File: src/hw/rtl/oaids_pkg.sv
// Shared types, codes and sizes for the ordered list block.
package oaids_pkg;

   // Default capacity and field widths
   localparam int DEPTH_DEF = 64;
   localparam int WORD_W    = 32;
   localparam int MODE_W    = 3;
   localparam int INDEX_W   = 6;
   localparam int STATUS_W  = 2;
   localparam int COUNT_W   = 7;

   // Request operation codes
   localparam logic [MODE_W-1:0] MODE_INSERT_AT    = 3'd0;
   localparam logic [MODE_W-1:0] MODE_INSERT_FIRST = 3'd1;
   localparam logic [MODE_W-1:0] MODE_INSERT_LAST  = 3'd2;
   localparam logic [MODE_W-1:0] MODE_DELETE_AT    = 3'd3;
   localparam logic [MODE_W-1:0] MODE_DELETE_FIRST = 3'd4;
   localparam logic [MODE_W-1:0] MODE_DELETE_LAST  = 3'd5;
   localparam logic [MODE_W-1:0] MODE_GET          = 3'd6;
   localparam logic [MODE_W-1:0] MODE_SEARCH       = 3'd7;

   // Response status codes
   localparam logic [STATUS_W-1:0] STATUS_OK        = 2'd0;
   localparam logic [STATUS_W-1:0] STATUS_FULL      = 2'd1;
   localparam logic [STATUS_W-1:0] STATUS_BAD       = 2'd2;
   localparam logic [STATUS_W-1:0] STATUS_NOT_FOUND = 2'd3;

   // What every cell does in a cycle
   typedef enum logic [2:0] {
      CELL_HOLD,
      CELL_INSERT,
      CELL_DELETE,
      CELL_GET,
      CELL_SEARCH
   } cell_op_type;

   typedef struct packed {
      cell_op_type         op;
      logic [WORD_W-1:0]   value;
   } cell_cmd_type;

   // Candidate carried up the selection tree
   typedef struct packed {
      logic                hit;
      logic [WORD_W-1:0]   word;
   } leaf_type;

   typedef enum logic {
      ST_IDLE,
      ST_BUSY
   } state_type;

endpackage

File: src/hw/rtl/oaids_node.sv
// Registered selection node: keeps the lower-position hit of two candidates.
module oaids_node (
   input  logic                  clock,
   input  oaids_pkg::leaf_type   lo,
   input  oaids_pkg::leaf_type   hi,
   output oaids_pkg::leaf_type   res
);
   import oaids_pkg::*;

   leaf_type res_ff;
   leaf_type res_in;

   // Lower position wins, so a search reports the first match
   always_comb begin
      res_in = lo.hit ? lo : hi;
   end

   always_ff @(posedge clock) begin
      res_ff <= res_in;
   end

   assign res = res_ff;

endmodule

File: config.mk
export PLATFORM = sky130hd
export DESIGN_NAME = oaids_node
export DESIGN_NICKNAME = d
export VERILOG_FILES = /design/src/hw/rtl/oaids_pkg.sv /design/src/hw/rtl/oaids_node.sv
export SDC_FILE = /design/constraint.sdc
export NUM_CORES = 1
export LEC_CHECK = 0
export ABC_AREA = 1
export BUFFER_PORTS_ARGS = -buffer_cell sky130_fd_sc_hd__buf_2
export CELL_PAD_IN_SITES_DETAIL_PLACEMENT = 1
export CELL_PAD_IN_SITES_GLOBAL_PLACEMENT = 2
export CORE_ASPECT_RATIO = 1.1
export CORE_MARGIN = 1.5
export CORE_UTILIZATION = 18
export CTS_CLUSTER_DIAMETER = 30
export CTS_CLUSTER_SIZE = 28
export DETAILED_ROUTE_END_ITERATION = 10
export GPL_ROUTABILITY_DRIVEN = 0
export PLACE_DENSITY = 0.77
export SYNTH_ARGS = -nofsm -noshare
export SYNTH_HDL_FRONTEND = slang
export SYNTH_SLANG_ARGS = --single-unit
File: constraint.sdc
create_clock -name clock -period 1.25 [get_ports clock]
set_input_delay 0.125 -clock clock [delete_from_list [all_inputs] [get_ports clock]]
set_output_delay 0.125 -clock clock [all_outputs]
set_load 0.02 [all_outputs]
Word level (Yosys, flattened, before mapping) --
Index checks and enable logic that the tools add are counted. Widths: inputs -> output; s select.
Word-level totals: register bits after elaboration 33, bits in latches 0, RAM bits 0, ROM bits 0, input bits 67, output and inout port bits 33, logic and storage cells 3, memories 0
Operators by class: add/sub/neg operators 0, multipliers 0, divide/modulo/power cells 0, order comparisons 0, eq/ne operators 0, shifts and indexed selects 0, muxes and demuxes 1, bitwise operators 0, reductions and logical operators 0
Operators with widths (number):
- $mux 32 | 1

Depth between registers and ports, before layout --
Gate-level depths: netlist (run 1).
word-level depth 1, gate-level depth with buffers 5, gate-level depth less buffers 3

Worst setup path after synthesis (run 1) --
No wires, ideal clock.
path type input-to-reg, start input port lo[32] (netlist name), end register res_ff, in the netlist res[32], library setup time 0.123 ns, data arrival time 0.509 ns, setup slack 0.618 ns, cell stages on the path 2, buffers on the path 1, cell sequence buf_6 or2_2
RTL lines:
- start: declaration | line oaids_node.sv:4 | input oaids_pkg::leaf_type lo,
- end signal: assignment | line oaids_node.sv:19 | res_ff <= res_in;
- end: declaration | line oaids_node.sv:10 | leaf_type res_ff;
No word-level cell between the ends.

Final worst setup path (run 1) --
start register res_ff, in the netlist res[6], end output port res[6] (netlist name)
RTL lines:
- end: declaration | line oaids_node.sv:6 | output oaids_pkg::leaf_type res
No word-level cell between the ends.

==> run_results.csv, run 1 <==
group,metric,value,unit
run_status,status,"finished clean",
route,drt-pass1-iter-count,2,
logic_synthesis,synth-main-ff-cell,"dfxtp_1",
timing,finalCriticalPeriod,0.889,ns
timing,slew_headroom,0.775,
timing,max_freq,1.12,GHz
timing,finalSetupViolations,0,
logic_synthesis,syn_area,1100,um2
grt,grt_overflow,0,
worst_setup_path,critPathLaunchType,"flip-flop",
clocking,clockBufferDepth,2,
route,drt_iter0_drc,23,
floorplanning,dieArea,6600,um2
clocking,cts_setup_buffers,0,
route,wl_per_cell,10.2,um
route,vias,1157,
worst_setup_path,crit_path_cell_trace,"buf_2",
logic_synthesis,yosysSeqAreaShare,0.600,
worst_setup_path,critical_path_class,"reg -> out",
layout,area_growth,60.0,%
layout,final_area,1760,um2
floorplanning,io-pin-count,100,
layout,fillers,750,
worst_setup_path,crit_cells,1,
route,vias_per_cell,3.66,
pwr,power_density,1470,nW/um2
layout,final_core_util,0.302,
worst_setup_path,worst_path_dominant_cell_family,"flip-flops",
floorplanning,rows,29,
clocking,clkTransAtPathRegs,0.07,ns
worst_setup_path,worstPathArrival,0.76,ns
layout,largest_register_ffs,33,
clocking,cts_max_level,2,
timing,tns,0,ns
logic_synthesis,synth-seq-cells,33,
logic_synthesis,synth_edf_count,0,
hold_path,holdPathStages,2,
route,ant_nets,0,
placed_design,dp_hpwl,2480,um
logic_synthesis,synth_fp_nets,205,
clocking,ctsResizeCount,0,
clocking,ctsRootBufferMaster,"clkbuf_8",
worst_setup_path,cp_max_fo,1,
clocking,numCtsBuffers,5,
layout,multiInputGateArea,367,um2
timing,max_slew.worst_pin.slew,0.338,ns
grt,grt_max_degree,33,
route,drc,0,
worst_setup_path,critPathLaunch,"res[6]",
placed_design,numPortBuffers,99,
logic_synthesis,synth_area_per_cell,7.98,um2
pwr,power.internal,1.96,mW
logic_synthesis,netlist.area_leader.share,0.600,
logic_synthesis,yosys-top-cells-area,"dfxtp_1 60%, nand2_1 33%, buf_6 4.1%, buf_4 2.0%, inv_4 0.57%",
logic_synthesis,synth-async-reset-ratio,0,
floorplanning,die_width,77.6,um
worst_setup_path,required,1.12,ns
pwr,seq_power_share,0.445,
run,cap_violations,0,
logic_synthesis,ys_types,6,
clocking,holdBufCountCts,0,
logic_synthesis,netlist_instances,138,
timing,rsz0062_at_grt,"false",
logic_synthesis,synthMostInstantiatedCell,"nand2_1",
floorplanning,initial_core_util,0.188,
worst_setup_path,cpPeakStageDelay,0.33,ns
clocking,clock-sinks,33,
timing,finalHoldViolCount,0,
timing,slew_viol_final,0,
grt,gr-usage-all-layers,0.0994,
grt,antenna_found_initial,0,
layout,final-seq-area,661,um2
hold_path,min_from,"hi[32]",
logic_synthesis,netlist_top_cells_count,"96 x nand2_1, 33 x dfxtp_1, 4 x buf_6",
pwr,swShare,0.246,
pwr,p_leak,1.03,nW
grt,grt_first_pass_wirelength,5040,um
worst_setup_path,critPathBufInv,1,
timing,fin_crit_sh,0.711,
pwr,power_switching,0.638,mW
pwr,power.clock.fraction,0.398,
hold_path,hold_path_class,"in -> reg",
route,wirelength,3220,um
pwr,power_frac_comb,0.157,
worst_setup_path,endpoint_kind,"primary output",
logic_synthesis,synth-warning-count,0,
grt,grt_pass1_vias,1152,
floorplanning,die_y,85.0,um
layout,drive_gt1_frac,0.456,
clocking,cts_tree,"yes",
hold_path,holdPathEnd,"res[32]",
layout,diodes,0,
timing,holdWs,0.0278,ns
logic_synthesis,synth_top_cell_by_area,"dfxtp_1",
layout,layout.nets,305,
pwr,peakVddDrop,439,uV
worst_setup_path,slowest_stage,"dfxtp_1",
floorplanning,core_area,5840,um2
placed_design,dpl_cell_area,1650,um2
-- layout by cell type (no fill, tap or decap), drive strengths merged --
cell type / n
bufinv: 1
dfxtp: 33
nand2: 96
clkbuf: 7
buf: 100
inv: 1
or2: 1
-- per-stage QoR --
stage	instances	power [mW]	setup WS, ns
CTS	316	2.65	0.352
floorplan	138	1.40	0.618
global placement	308	1.59	0.307
detailed placement	308	1.60	0.281
global route	316	2.73	0.328
finish	316	2.59	0.361
-- cell families (layout without fill, tap and decap cells) --
group,Yosys count,count (layout),synth area share
buffers and inverters,8,109,0.0670
flip-flops,33,33,0.600
AND/OR/NAND/NOR,97,97,0.333
-- power by group through the flow --
stage | clock (mW) | combinational (mW) | sequential, mW
4_1_cts | 1.08 | 0.419 | 1.15
2_1_floorplan | 0 | 0.112 | 1.29
6_report | 1.03 | 0.408 | 1.15
3_5_place_dp | 0 | 0.418 | 1.18
5_1_grt | 1.12 | 0.452 | 1.16
3_3_place_gp | 0 | 0.416 | 1.18
-- worst max-delay path by stage --
| stage | endpoint | slack [ns] |
|---|---|---|
| finish | res[6] | 0.36 |
| global route | res[28] | 0.33 |
| CTS | res[6] | 0.35 |
| detailed placement | res[25] | 0.28 |
| global placement | res[24] | 0.31 |
| floorplan | res[32] | 0.62 |
-- per-layer routing --
| metal | GRT usage | wire length (um) |
|---|---|---|
| met1 | 0.103 | 1260 |
| met2 | 0.181 | 1650 |
| met4 | 0.0347 | 29 |
| met3 | 0.0398 | 279 |
| met5 | 0 | 0 |
-- cell type report --
class | instances | area share
Clock buffer | 7 | 0.0490
Clock inverter | 1 | 0.0170
Inverter | 1 | 0.00355
Multi-Input combinational cell | 97 | 0.208
Sequential cell | 33 | 0.375
Tap cell | 77 | 0.0547
Timing Repair Buffer | 100 | 0.293
No activity file was read; power rests on OpenSTA's default activity.
==> run 2: changes to the inputs <==
Settings changed: ABC_AREA 1 to 0, CORE_UTILIZATION 18 to 22, PLACE_DENSITY 0.77 to 0.74.
Clock period 1.25 ns to 0.9 ns, I/O delays scaled along.
==> run 2 against run 1 <==
Effect of this change:
- cell area increased by 6.5%
- first-iteration DRC count decreased by 61%
- die area decreased by 9.9%
- synthesized cell count decreased by 49%
- critical endpoint is now res[10]
- largest power group unchanged
- highest routed layer unchanged
==> run_results.csv, run 2 <==
group,metric,value,unit
floorplanning,core_area,5330,um2
logic_synthesis,synth_fp_nets,137,
logic_synthesis,synthSimpleGateAreaFrac,0.00518,
route,vias,949,
floorplanning,io-pin-count,100,
worst_setup_path,slowest_stage,"dfxtp_1",
worst_setup_path,critPathBufInv,1,
clocking,clockBufferDepth,2,
logic_synthesis,synth_top_family_by_area,"multiplexers",
worst_setup_path,cpPeakStageDelay,0.32,ns
worst_setup_path,endpoint_kind,"primary output",
route,wirelength,2990,um
placed_design,numPortBuffers,99,
layout,mostFrequentLayoutCells,"99 x buf_2, 33 x dfxtp_1, 29 x mux2_4",
logic_synthesis,yosys-top-cells-area,"dfxtp_1 55%, mux2_4 36%, buf_12 5.0%, mux2_2 2.8%, buf_6 0.93%",
layout,layout.nets,242,
logic_synthesis,synth-warning-count,0,
floorplanning,dieArea,5940,um2
floorplanning,initial_core_util,0.227,
pwr,power_density,1850,nW/um2
grt,grt_max_degree,21,
route,ant_nets,0,
hold_path,holdPathStages,2,
timing,max_slew.worst_pin.slew,0.157,ns
worst_setup_path,critPathLaunchType,"flip-flop",
hold_path,min_from,"lo[31]",
run_status,status,"finished clean",
layout,drive_gt1_frac,0.801,
layout,multiInputGateArea,475,um2
route,wl_per_cell,11.9,um
grt,grt_first_pass_wirelength,4100,um
logic_synthesis,yosysSeqAreaShare,0.547,
worst_setup_path,worst_path_dominant_cell_family,"flip-flops",
placed_design,dp_slack,0.0184,ns
timing,finalHoldViolCount,0,
worst_setup_path,crit_path_cell_trace,"buf_2",
logic_synthesis,synthAdderAreaFrac,0,
placed_design,dpl_cell_area,1770,um2
logic_synthesis,synth_edf_count,0,
worst_setup_path,worstPathArrival,0.77,ns
clocking,clock-sinks,33,
hold_path,holdPathEnd,"res[31]",
layout,final_area,1880,um2
timing,finalWorstSetupSlack,0.0438,ns
timing,max_freq,1.17,GHz
logic_synthesis,syn_area,1210,um2
hold_path,hold_path_class,"in -> reg",
floorplanning,die_width,73.6,um
layout,final-seq-area,661,um2
worst_setup_path,cp_max_fo,1,
timing,holdWs,0.0283,ns
route,drc,0,
logic_synthesis,synth-xor-area-share,0,
logic_synthesis,netlist_instances,70,
clocking,cts_max_level,2,
layout,diodes,0,
route,drt_iter0_drc,9,
pwr,peakVddDrop,584,uV
route,drt-pass1-iter-count,3,
logic_synthesis,synth-async-reset-ratio,0,
grt,grt_overflow,0,
logic_synthesis,synth_area_per_cell,17.2,um2
floorplanning,rows,28,
layout,largest_register_ffs,33,
layout,layout_commonest_cell,"buf_2",
logic_synthesis,synth_compound_area_frac,0,
run,cap_violations,0,
clocking,ctsResizeCount,0,
timing,fin_crit_sh,0.951,
timing,tns,0,ns
timing,finalCriticalPeriod,0.856,ns
clocking,cts_setup_buffers,0,
pwr,p_total,3.46,mW
route,vias_per_cell,3.78,
timing,slew_headroom,0.895,
timing,finalSetupViolations,0,
logic_synthesis,ys_types,6,
worst_setup_path,critical_path_class,"reg -> out",
logic_synthesis,netlist.area_leader.share,0.547,
layout,fillers,625,
timing,slew_viol_final,0,
logic_synthesis,synth-seq-cells,33,
layout,area_growth,55.4,%
clocking,clkTransAtPathRegs,0.07,ns
timing,rsz0062_at_grt,"false",
logic_synthesis,muxShareOfSynthArea,0.389,
logic_synthesis,synth_top_cell_by_area,"dfxtp_1",
grt,gr-usage-all-layers,0.0970,
clocking,cts_tree,"yes",
logic_synthesis,synth-main-ff-cell,"dfxtp_1",
logic_synthesis,netlist_top_cells_count,"33 x dfxtp_1, 29 x mux2_4, 3 x buf_12, 3 x mux2_2",
floorplanning,die_y,80.7,um
worst_setup_path,required,0.81,ns
clocking,numCtsBuffers,5,
pwr,p_leak,0.996,nW
grt,grt_pass1_vias,943,
clocking,ctsRootBufferMaster,"clkbuf_8",
grt,antenna_found_initial,0,
logic_synthesis,synthMostInstantiatedCell,"dfxtp_1",
run 2: cell types whose count changed after synthesis:
cell     previous run  this run
buf_6               4         1
buf_4               3         0
inv_4               1         0
or2_2               1         0
or2_1               0         1
mux2_2              0         3
buf_12              0         3
nand2_1            96         0
mux2_4              0        29
run 2: kinds of logic (layout without fill, tap and decap cells):
kind of cell	count (synthesis)	count (layout)
simple gates	1	1
mux	32	32
buf+inv	4	110
flops	33	33
run 2: final cells by class:
cell class              count  area share
flip-flops and latches     33       0.352
clock inverters             1     0.00267
clock buffers               7      0.0513
multi-input cells          33       0.253
repair buffers            102       0.291
well taps                  75      0.0500
run 2: how the worst max path moves through the flow:
stage / start / endpoint / slack (ns) / depth (start not counted)
floorplan: lo[32] / res[0] / 0.14 / 3
global placement: lo[32] / res[20] / 0.04 / 3
detailed placement: lo[32] / res[28] / 0.02 / 3
CTS: res[19] / res[19] / 0.02 / 1
global route: res[19] / res[19] / 0.005 / 1
finish: res[10] / res[10] / 0.04 / 1
run 2: routing by layer:
metal	wire length, um	GRT usage
met5	0	0
met4	65	0.0500
met3	335	0.0565
met2	1690	0.183
met1	903	0.0758
run 2: where the power goes:
| group | leakage [nW] | internal [mW] | total, mW | switching [mW] |
|---|---|---|---|---|
| Sequential | 0.278 | 1.58 | 1.60 | 0.0242 |
| Clock | 0.0542 | 0.691 | 1.21 | 0.518 |
| Combinational | 0.663 | 0.357 | 0.654 | 0.297 |
| Total | 0.996 | 2.62 | 3.46 | 0.839 |
run 2: what timing repair did:
action                     4_1_cts  5_1_grt
hold buffers                     1        0
setup endpoints to repair        0        0
hold endpoints to repair         1        0
run 2: through the flow:
step           std cells  utilization
2_1_floorplan         70            -
3_5_place_dp         242        0.332
3_3_place_gp         242        0.332
4_1_cts              251        0.352
6_report             251        0.352
5_1_grt              251        0.352
