==> config.mk <==
export PLATFORM = sky130hd
export DESIGN_NAME = oaids_cell
export DESIGN_NICKNAME = d
export VERILOG_FILES = /design/src/hw/rtl/oaids_pkg.sv /design/src/hw/rtl/oaids_cell.sv
export SDC_FILE = /design/constraint.sdc
export NUM_CORES = 1
export LEC_CHECK = 0
export ABC_AREA = 1
export BUFFER_PORTS_ARGS = -buffer_cell sky130_fd_sc_hd__buf_2
export CAP_MARGIN = 10
export CORE_MARGIN = 4
export CORE_UTILIZATION = 43
export DETAILED_ROUTE_END_ITERATION = 16
export PLACE_DENSITY_LB_ADDON = 0.25
export SLEW_MARGIN = 0
export SYNTH_ARGS = -nofsm -noshare
export SYNTH_HDL_FRONTEND = slang
export SYNTH_SLANG_ARGS = --single-unit
==> constraint.sdc <==
create_clock -name clock -period 10.3 [get_ports clock]
set_clock_uncertainty 0.1 [all_clocks]
set_input_delay 1.545 -clock clock [delete_from_list [all_inputs] [get_ports clock]]
set_output_delay 1.545 -clock clock [all_outputs]
set_load 0.05 [all_outputs]
==> src/hw/rtl/oaids_pkg.sv <==
// Shared types, codes and sizes for the ordered list block.
package oaids_pkg;

   // Default capacity and field widths
   localparam int DEPTH_DEF = 64;
   localparam int WORD_W    = 32;
   localparam int MODE_W    = 3;
   localparam int INDEX_W   = 6;
   localparam int STATUS_W  = 2;
   localparam int COUNT_W   = 7;

   // Request operation codes
   localparam logic [MODE_W-1:0] MODE_INSERT_AT    = 3'd0;
   localparam logic [MODE_W-1:0] MODE_INSERT_FIRST = 3'd1;
   localparam logic [MODE_W-1:0] MODE_INSERT_LAST  = 3'd2;
   localparam logic [MODE_W-1:0] MODE_DELETE_AT    = 3'd3;
   localparam logic [MODE_W-1:0] MODE_DELETE_FIRST = 3'd4;
   localparam logic [MODE_W-1:0] MODE_DELETE_LAST  = 3'd5;
   localparam logic [MODE_W-1:0] MODE_GET          = 3'd6;
   localparam logic [MODE_W-1:0] MODE_SEARCH       = 3'd7;

   // Response status codes
   localparam logic [STATUS_W-1:0] STATUS_OK        = 2'd0;
   localparam logic [STATUS_W-1:0] STATUS_FULL      = 2'd1;
   localparam logic [STATUS_W-1:0] STATUS_BAD       = 2'd2;
   localparam logic [STATUS_W-1:0] STATUS_NOT_FOUND = 2'd3;

   // What every cell does in a cycle
   typedef enum logic [2:0] {
      CELL_HOLD,
      CELL_INSERT,
      CELL_DELETE,
      CELL_GET,
      CELL_SEARCH
   } cell_op_type;

   typedef struct packed {
      cell_op_type         op;
      logic [WORD_W-1:0]   value;
   } cell_cmd_type;

   // Candidate carried up the selection tree
   typedef struct packed {
      logic                hit;
      logic [WORD_W-1:0]   word;
   } leaf_type;

   typedef enum logic {
      ST_IDLE,
      ST_BUSY
   } state_type;

endpackage

==> src/hw/rtl/oaids_cell.sv <==
// One list cell: holds an entry, shifts with its neighbours, offers a tree leaf.
module oaids_cell #(
   parameter int IDX   = 0,
   parameter int POS_W = 7
) (
   input  logic                           clock,
   input  oaids_pkg::cell_cmd_type        cmd,
   input  logic [POS_W-1:0]               pos,
   input  logic [POS_W-1:0]               count,
   input  logic [oaids_pkg::WORD_W-1:0]   below,
   input  logic [oaids_pkg::WORD_W-1:0]   above,
   output logic [oaids_pkg::WORD_W-1:0]   entry,
   output oaids_pkg::leaf_type            leaf
);
   import oaids_pkg::*;

   localparam logic [POS_W-1:0] MY_POS = POS_W'(IDX);

   logic [WORD_W-1:0] entry_ff;
   logic [WORD_W-1:0] entry_in;

   // Shift or write the entry
   always_comb begin
      entry_in = entry_ff;
      case (cmd.op)
         CELL_INSERT: begin
            if (MY_POS > pos) begin
               entry_in = below;
            end else if (MY_POS == pos) begin
               entry_in = cmd.value;
            end
         end
         CELL_DELETE: begin
            if (MY_POS >= pos) begin
               entry_in = above;
            end
         end
         default: begin
            entry_in = entry_ff;
         end
      endcase
   end

   always_ff @(posedge clock) begin
      entry_ff <= entry_in;
   end

   // Leaf: entry for a read, own position for a search match
   always_comb begin
      leaf = '0;
      case (cmd.op)
         CELL_GET: begin
            leaf.hit  = (MY_POS == pos);
            leaf.word = entry_ff;
         end
         CELL_SEARCH: begin
            leaf.hit  = (MY_POS < count) && (entry_ff == cmd.value);
            leaf.word = WORD_W'(IDX);
         end
         default: begin
            leaf = '0;
         end
      endcase
   end

   assign entry = entry_ff;

endmodule

# [After elaboration in Yosys (flattened, before gate mapping)]
# Cells that the tools add are included.
[word_totals] reg_bits=32 input_bits=114 out_inout_bits=65
[classes] order_cmp=3 eq_ne=7 muxes=5 reduce_logical=4
[op_table] operator="32-bit 2-to-1 mux" n=3
[op_table] operator="33-bit one-hot mux with 2 select lines" n=1
[op_table] operator="32-bit one-hot mux with 2 select lines" n=1
[op_table] operator="32-bit == test" n=1
[op_table] operator="1-bit by 7-bit >= comparator with 1-bit output, first input constant" n=1
[op_table] operator="1-bit by 7-bit greater-than comparator with 1-bit output, first input constant" n=1
[op_table] operator="7-bit logical NOT" n=1
[op_table] operator="1-bit by 7-bit < comparator with 1-bit output, first input constant" n=1
[op_table] operator="3-bit by 2-bit == test with 1-bit output, second input constant" n=2
[op_table] operator="3-bit by 1-bit == test with 1-bit output, second input constant" n=1
[op_table] operator="3-bit == test, second input constant" n=1
[op_table] operator="3-bit != test, second input constant" n=1
[op_table] operator="3-bit AND reduction" n=1
[op_table] operator="2-bit != test, second input constant" n=1
[op_table] operator="2-bit nonzero test" n=1
[op_table] operator="1-bit logical AND" n=1

# [Longest topological paths before layout]
# Gate-level depths: netlist of run 1.
[depth] word_depth=4 ltp_mapped=8

# [Worst setup path before layout of run 1]
# OpenSTA, ideal clock, no wires.
[synth_timing] kind="input-to-reg" from="input port pos[5]" to="register entry_ff[0] (netlist: entry[0]) (enable)" setup_time_ns=0.470 t_arrival_ns=4.348 required_ns=9.730 slack_ns=5.382 path_stages=2 path_cell_list="or3_1 -> a211oi_1"
[synth_between] elab_chain_cells=3 elab_cells_between_ends=6 cone_classes="2 x order compare; 2 x eq/ne; 2 x reduce/logical"
[synth_lines] element="start, declared" line_no="oaids_cell.sv:8" source="input logic [POS_W-1:0] pos,"
[synth_lines] element="1-bit by 7-bit greater-than comparator with 1-bit output (tied with other cells)" line_no="oaids_cell.sv:27" source="if (MY_POS > pos) begin"
[synth_lines] element="3-bit != test (no source line) / 2-bit != test (equally long branches)"
[synth_lines] element="3-bit AND reduction (no source line) *"
[synth_lines] element="end signal, assigned" line_no="oaids_cell.sv:45" source="entry_ff <= entry_in;"
[synth_lines] element="end, declared" line_no="oaids_cell.sv:19" source="logic [WORD_W-1:0] entry_ff;"
# Mark *: on every way between the ends. The rest lies on a longest branch, timed or not.
# A chain may end at the register's enable or synchronous reset.

==> results of run 1 <==
-- cells in the mapped netlist (all sizes together) --
cell type | instances | area share (%)
a211oi | 1 | 0.34
a21oi | 21 | 5.3
and2 | 1 | 0.28
buf | 3 | 1.5
clkbuf | 5 | 0.85
edfxtp | 32 | 43
inv | 55 | 9.3
mux2 | 11 | 6.4
nand2 | 74 | 13
nand3 | 4 | 0.90
nor2 | 76 | 13
nor3 | 2 | 0.45
o21ai | 2 | 0.45
o21bai | 1 | 0.34
or3 | 1 | 0.28
xnor2 | 10 | 4.0
xor2 | 1 | 0.40
-- area by class of cell --
type                    instances  share of cell area [%]
clock buffers                   7                    2.47
repair buffers                148                    24.2
well taps                      67                    2.72
inverters                      55                    6.69
clock inverters                 1                   0.122
flip-flops and latches         32                    31.1
multi-input cells             205                    32.7
-- per-layer routing --
| metal | GRT usage (%) | up-vias | wire (µm) |
|---|---|---|---|
| met1 | 22.6 | 1019 | 2550 |
| met5 | 0 | - | 7 |
| li1 | - | 1207 | - |
| met3 | 4.63 | 6 | 486 |
| met4 | 6.25 | 2 | 42 |
| met2 | 36.4 | 76 | 3340 |
-- path summary, 6_finish.rpt --
kind	startpoint	endpoint	slack, ns	cells past startpoint
max	cmd[34]	leaf[27]	5.54	6
min	above[2]	entry[2]$_DFFE_PP_	1.46	2
-- power by group through the flow --
stage / clock network, W / registers, W / logic [W]
global placement: 0 / 0.000147 / 0.0000550
finish: 0.0000925 / 0.000145 / 0.0000565
floorplan: 0 / 0.000148 / 0.0000326
detailed placement: 0 / 0.000147 / 0.0000567
CTS: 0.0000944 / 0.000145 / 0.0000568
global route: 0.0000988 / 0.000145 / 0.0000626
-- metrics by stage --
step	total power [W]	hold slack, ns	setup slack, ns	std cells	utilization (%)
after floorplan	0.000181	1.66	5.38	300	-
after global placement	0.000202	1.75	5.53	507	62.0
after detailed placement	0.000204	1.75	5.49	507	62.0
after CTS	0.000296	1.46	5.50	515	63.6
after global routing	0.000306	1.46	5.35	515	63.6
final	0.000294	1.46	5.54	515	63.6
-- logic make-up after synthesis --
kind of cell / synth area share [%]
AND/OR/NAND/NOR: 27.8
buffers and inverters: 11.7
flip-flops: 43.4
AO/OA/AOI/OAI: 6.38
XOR/XNOR: 4.35
multiplexers: 6.44
==> metrics.md, run 1 <==
| Metric | Value |
|---|---|
| Status | finished clean |
| Vias/cell | 4.49 |
| CP bufs+invs | 4 |
| Starting Density | 45.7% |
| Die Ht | 79.8 µm |
| Routability congestion estimate | 0.802 |
| Post-CTS Hold Fix Bufs | 0 |
| Synth Instances | 300 |
| DRT Wirelength | 6.42 mm |
| # DRC | 0 |
| Synth warn | 0 |
| Endpoints failing setup | 0 |
| Max Root-Sink Buffers | 2 |
| Slew @ Worst Pin | 0.790 ns |
| Fill cell count | 447 |
| Avg Cell Area, Syn | 7.39 µm² |
| Register area share after synthesis | 43.4% |
| Seq cells post-synth | 32 |
| CTS Buf Count | 5 |
| Worst Path Arrival | 3.12 ns |
| Max rail drop VDD | 0.0747 mV |
| Max FFs per register | 32 |
| Area grow syn2layout | 39.2% |
| Crit-path cells | buf_2, inv_1, nand3_1, buf_4, nor2_1, buf_2 |
| Pwr Density | 95.1 mW/mm² |
| CTS tree | yes |
| Part of the power in registers | 49.2% |
| Cell Int Power | 0.000216 W |
| Post-cts resize count | 0 |
| First DRT Iteration DRCs | 91 |
| Total GRT Usage | 19.8% |
| Root Buffer | clkbuf_8 |
| Slowest stage delay, CP | 0.51 ns |
| Maximum operating frequency | 0.210 GHz |
| Seq. cell area | 961 µm² |
| Synth Cell Area | 0.00222 mm² |
| DP HPWL | 5.12 mm |
| Rel. slew slack | 47.2% |
| Crit path max-delay family | buffers and inverters |
| Fin area | 0.00309 mm² |
| Htree depth | 2 |
| Postcts setup bufs | 0 |
| DIE AREA | 0.00637 mm² |
| Via count | 2310 |
| Clock-pin slew on the worst setup and hold paths | 0.06 ns |
| Critical Path Sink Type | output port |
| Power share of the combinational group | 19.2% |
| Synthesized net count | 414 |
| Wire per inst | 12.5 µm |
| Router iterations before antenna repair | 4 |
| Leak pwr | 1.75 nW |
| Cell Rows | 25 |
| Final hold violations | 0 |
| GR Overflow Total | 0 |
| Die W | 79.8 µm |
| Most common cell after layout, fill and taps aside | buf_2 |
| Layout cells sized above 1 | 38.2% |
| Tcrit/Tclk final | 46.3% |
| RSZ-0062 raised after global routing | no |
| Total negative slack | 0 ns |
| CP max-delay cell | nand3_1 |
| Dpl cell area | 0.00301 mm² |
| Largest net degree at the start of global routing | 55 |
| Post-route ant nets | 0 |
| Switching share of total power | 26.5% |
| Multi-input gate area | 0.00101 mm² |
| Worst min-delay path class | in -> reg |
| Cell mode on critical path | buf_2 |
| Total of max-cap violations | 0 |
| Slew Limit Fails | 0 |
| I/O Buffers | 146 |
| Number of global-route vias before repair | 2120 |
| Global-route wire length before repair | 9.69 mm |
| Worst Path Required | 8.66 ns |
| # diodes | 0 |
| Clock sinks | 32 |
| Initial antenna violation count | 1 |
| Fin crit period | 4.76 ns |
| Sw Pwr | 0.0000778 W |
| Most frequent cells in the layout | buf_2 (146), nor2_1 (75), nand2_1 (73), inv_1 (54), edfxtp_1 (32) |
| WS Path Type | in -> out |
| Area of the core | 0.00485 mm² |
| Layout Nets | 561 |
| Top-Level Pins | 179 |
| Type of origin of the critical path | input pin |
| Crit-path max FO | 18 |
| Clock Power Share | 31.5% |
| Library cells used by synthesis | 22 |
No activity file was read; power rests on OpenSTA's default activity.
==> run 2: changes to the inputs <==
- CORE_UTILIZATION: 43 -> 36
- clock period: 10.3 -> 4.25 ns (I/O delays scaled with it)
==> run 2 against run 1 <==
Compared with the run above: sequential power rose by 140%; design area rose by 1.4%; non-clock buffer count rose by 1; die area rose by 17%.
==> metrics.md, run 2 (synthesized netlist as in run 1, its figures left out) <==
| Metric | Value |
|---|---|
| Routability congestion estimate | 0.775 (-3.4%) |
| Cell Rows | 28 (+12%) |
| Hold Path End | entry[22]$_DFFE_PP_ |
| Initial antenna violation count | 0 (-1) |
| Max FFs per register | 32 (unchanged) |
| Leak pwr | 1.77 nW (+1.1%) |
| I/O Buffers | 146 (unchanged) |
| Critical Path Sink Type | output port |
| DIE AREA | 0.00747 mm² (+17%) |
| Slew @ Worst Pin | 0.710 ns (-0.0798 ns) |
| Tcrit/Tclk final | 69.3% |
| Pwr Density | 247 mW/mm² (+160%) |
| Worst Path Arrival | 2.21 ns (-0.91 ns) |
| Clock sinks | 32 (unchanged) |
| Clock-pin slew on the worst setup and hold paths | 0.07 ns (about the same) |
| Post-cts resize count | 0 (unchanged) |
| Top-Level Pins | 179 (unchanged) |
| Grt met2 use | 32.1% (-4.3 points) |
| Max Root-Sink Buffers | 2 (unchanged) |
| CTS Buf Count | 5 (unchanged) |
| Total GRT Usage | 17.2% (-2.7 points) |
| Dpl cells | 516 (+1.8%) |
| Maximum operating frequency | 0.340 GHz |
| Max rail drop VDD | 0.205 mV (+170%) |
| Layout cells sized above 1 | 38.5% (+0.36 points) |
| # diodes | 0 (unchanged) |
| Worst Path Required | 3.51 ns (-5.15 ns) |
| Crit-path max FO | 18 (unchanged) |
| Fill cell count | 628 (+40%) |
| Worst min-delay path class | in -> reg |
| CTS tree | yes |
| Met1 GRT Util | 19.7% (-2.9 points) |
| Final hold violations | 0 (unchanged) |
| Fin crit period | 2.94 ns |
| Seq. cell area | 961 µm² (unchanged) |
| Multi-input gate area | 0.00101 mm² (unchanged) |
| Slew Limit Fails | 0 (unchanged) |
| WS Path Type | in -> out |
| Global-route wire length before repair | 10.1 mm (+4.1%) |
| Area of the core | 0.00596 mm² (+23%) |
| Via count | 2265 (-1.9%) |
| Endpoints failing setup | 0 (unchanged) |
| Met3 usage | 3.04% (-1.6 points) |
| Router iterations before antenna repair | 4 (unchanged) |
| Fin cells | 524 (+1.7%) |
| # DRC | 0 (unchanged) |
| Total of max-cap violations | 0 (unchanged) |
| Post-route ant nets | 0 (unchanged) |
| Wire per inst | 12.4 µm (-0.34%) |
| Die Ht | 86.5 µm (+8.4%) |
| Post-CTS Hold Fix Bufs | 0 (unchanged) |
| Vias/cell | 4.32 (-3.6%) |
| Hold Path Stages | 2 (unchanged) |
| Postcts setup bufs | 0 (unchanged) |
| DRT Wirelength | 6.51 mm (+1.4%) |
| Total negative slack | 0 ns (unchanged) |
| Busiest layer in global routing | met2 |
| Largest net degree at the start of global routing | 55 (unchanged) |
| RSZ-0062 raised after global routing | no |
| Area grow syn2layout | 41.2% |
| Number of global-route vias before repair | 2226 (+5.0%) |
| Hold Startpoint | above[22] |
| Die W | 86.5 µm (+8.4%) |
| Root Buffer | clkbuf_8 |
| Rel. slew slack | 52.5% (+5.4 points) |
| DP HPWL | 5.29 mm (+3.2%) |
| Most frequent cells in the layout | buf_2 (146), nor2_1 (75), nand2_1 (73), inv_1 (54), edfxtp_1 (32) |
| Status | finished clean |
| Htree depth | 2 (unchanged) |
| Type of origin of the critical path | input pin |
| First DRT Iteration DRCs | 64 (-30%) |
| Layout Nets | 562 (+0.18%) |
| Most common cell after layout, fill and taps aside | buf_2 |
| Starting Density | 37.2% (-8.5 points) |
| GR Overflow Total | 0 (unchanged) |
run 2: area by class of cell:
class	count	area share, %
Multi-Input combinational cell	205	32.2
Timing Repair Buffer	149	24.1
Sequential cell	32	30.7
Inverter	55	6.60
Tap cell	75	3.00
Clock inverter	3	1.20
Clock buffer	5	2.20
run 2: power by group:
| group | switching, W | leakage (nW) | internal [W] | total (W) |
|---|---|---|---|---|
| combinational | 0.0000782 | 1.42 | 0.0000592 | 0.000137 |
| sequential | 0.000000506 | 0.290 | 0.000350 | 0.000350 |
| clock | 0.000116 | 0.0532 | 0.000171 | 0.000286 |
run 2: per-stage QoR:
step | util, % | instance area (µm²) | worst slack, ns | power (W) | hold WS [ns]
floorplan | - | 2220 | 0.240 | 0.000438 | 0.755
global placement | 50.8 | 3020 | 1.26 | 0.000492 | 0.840
detailed placement | 50.8 | 3020 | 1.27 | 0.000496 | 0.843
CTS | 52.5 | 3130 | 1.27 | 0.000782 | 0.545
global route | 52.5 | 3130 | 1.15 | 0.000811 | 0.543
finish | 52.5 | 3130 | 1.31 | 0.000774 | 0.551
run 2: how the worst max path moves through the flow:
stage	from	end	slack, ns	cells after the start
after global placement	cmd[34]	leaf[25]	1.26	6
after floorplan	pos[5]	entry[0]$_DFFE_PP_	0.24	2
final	cmd[34]	leaf[10]	1.31	6
after CTS	cmd[34]	leaf[10]	1.27	6
after global routing	cmd[34]	leaf[1]	1.15	6
after detailed placement	cmd[34]	leaf[10]	1.27	6
run 2: worst max-delay path, stage by stage:
cell	delay, ns
buf_2	0.10
inv_1	0.12
nand3_1	0.51
buf_4	0.44
nor2_1	0.12
buf_2	0.27
run 2: layer usage:
metal  vias to the layer above  wire (µm)  share of wire [%]
met5                         -          0                  0
met4                         0        103                1.6
met3                        10        400                6.1
met2                        62       3420                 52
met1                       981       2590                 40
li1                       1212          -                  -
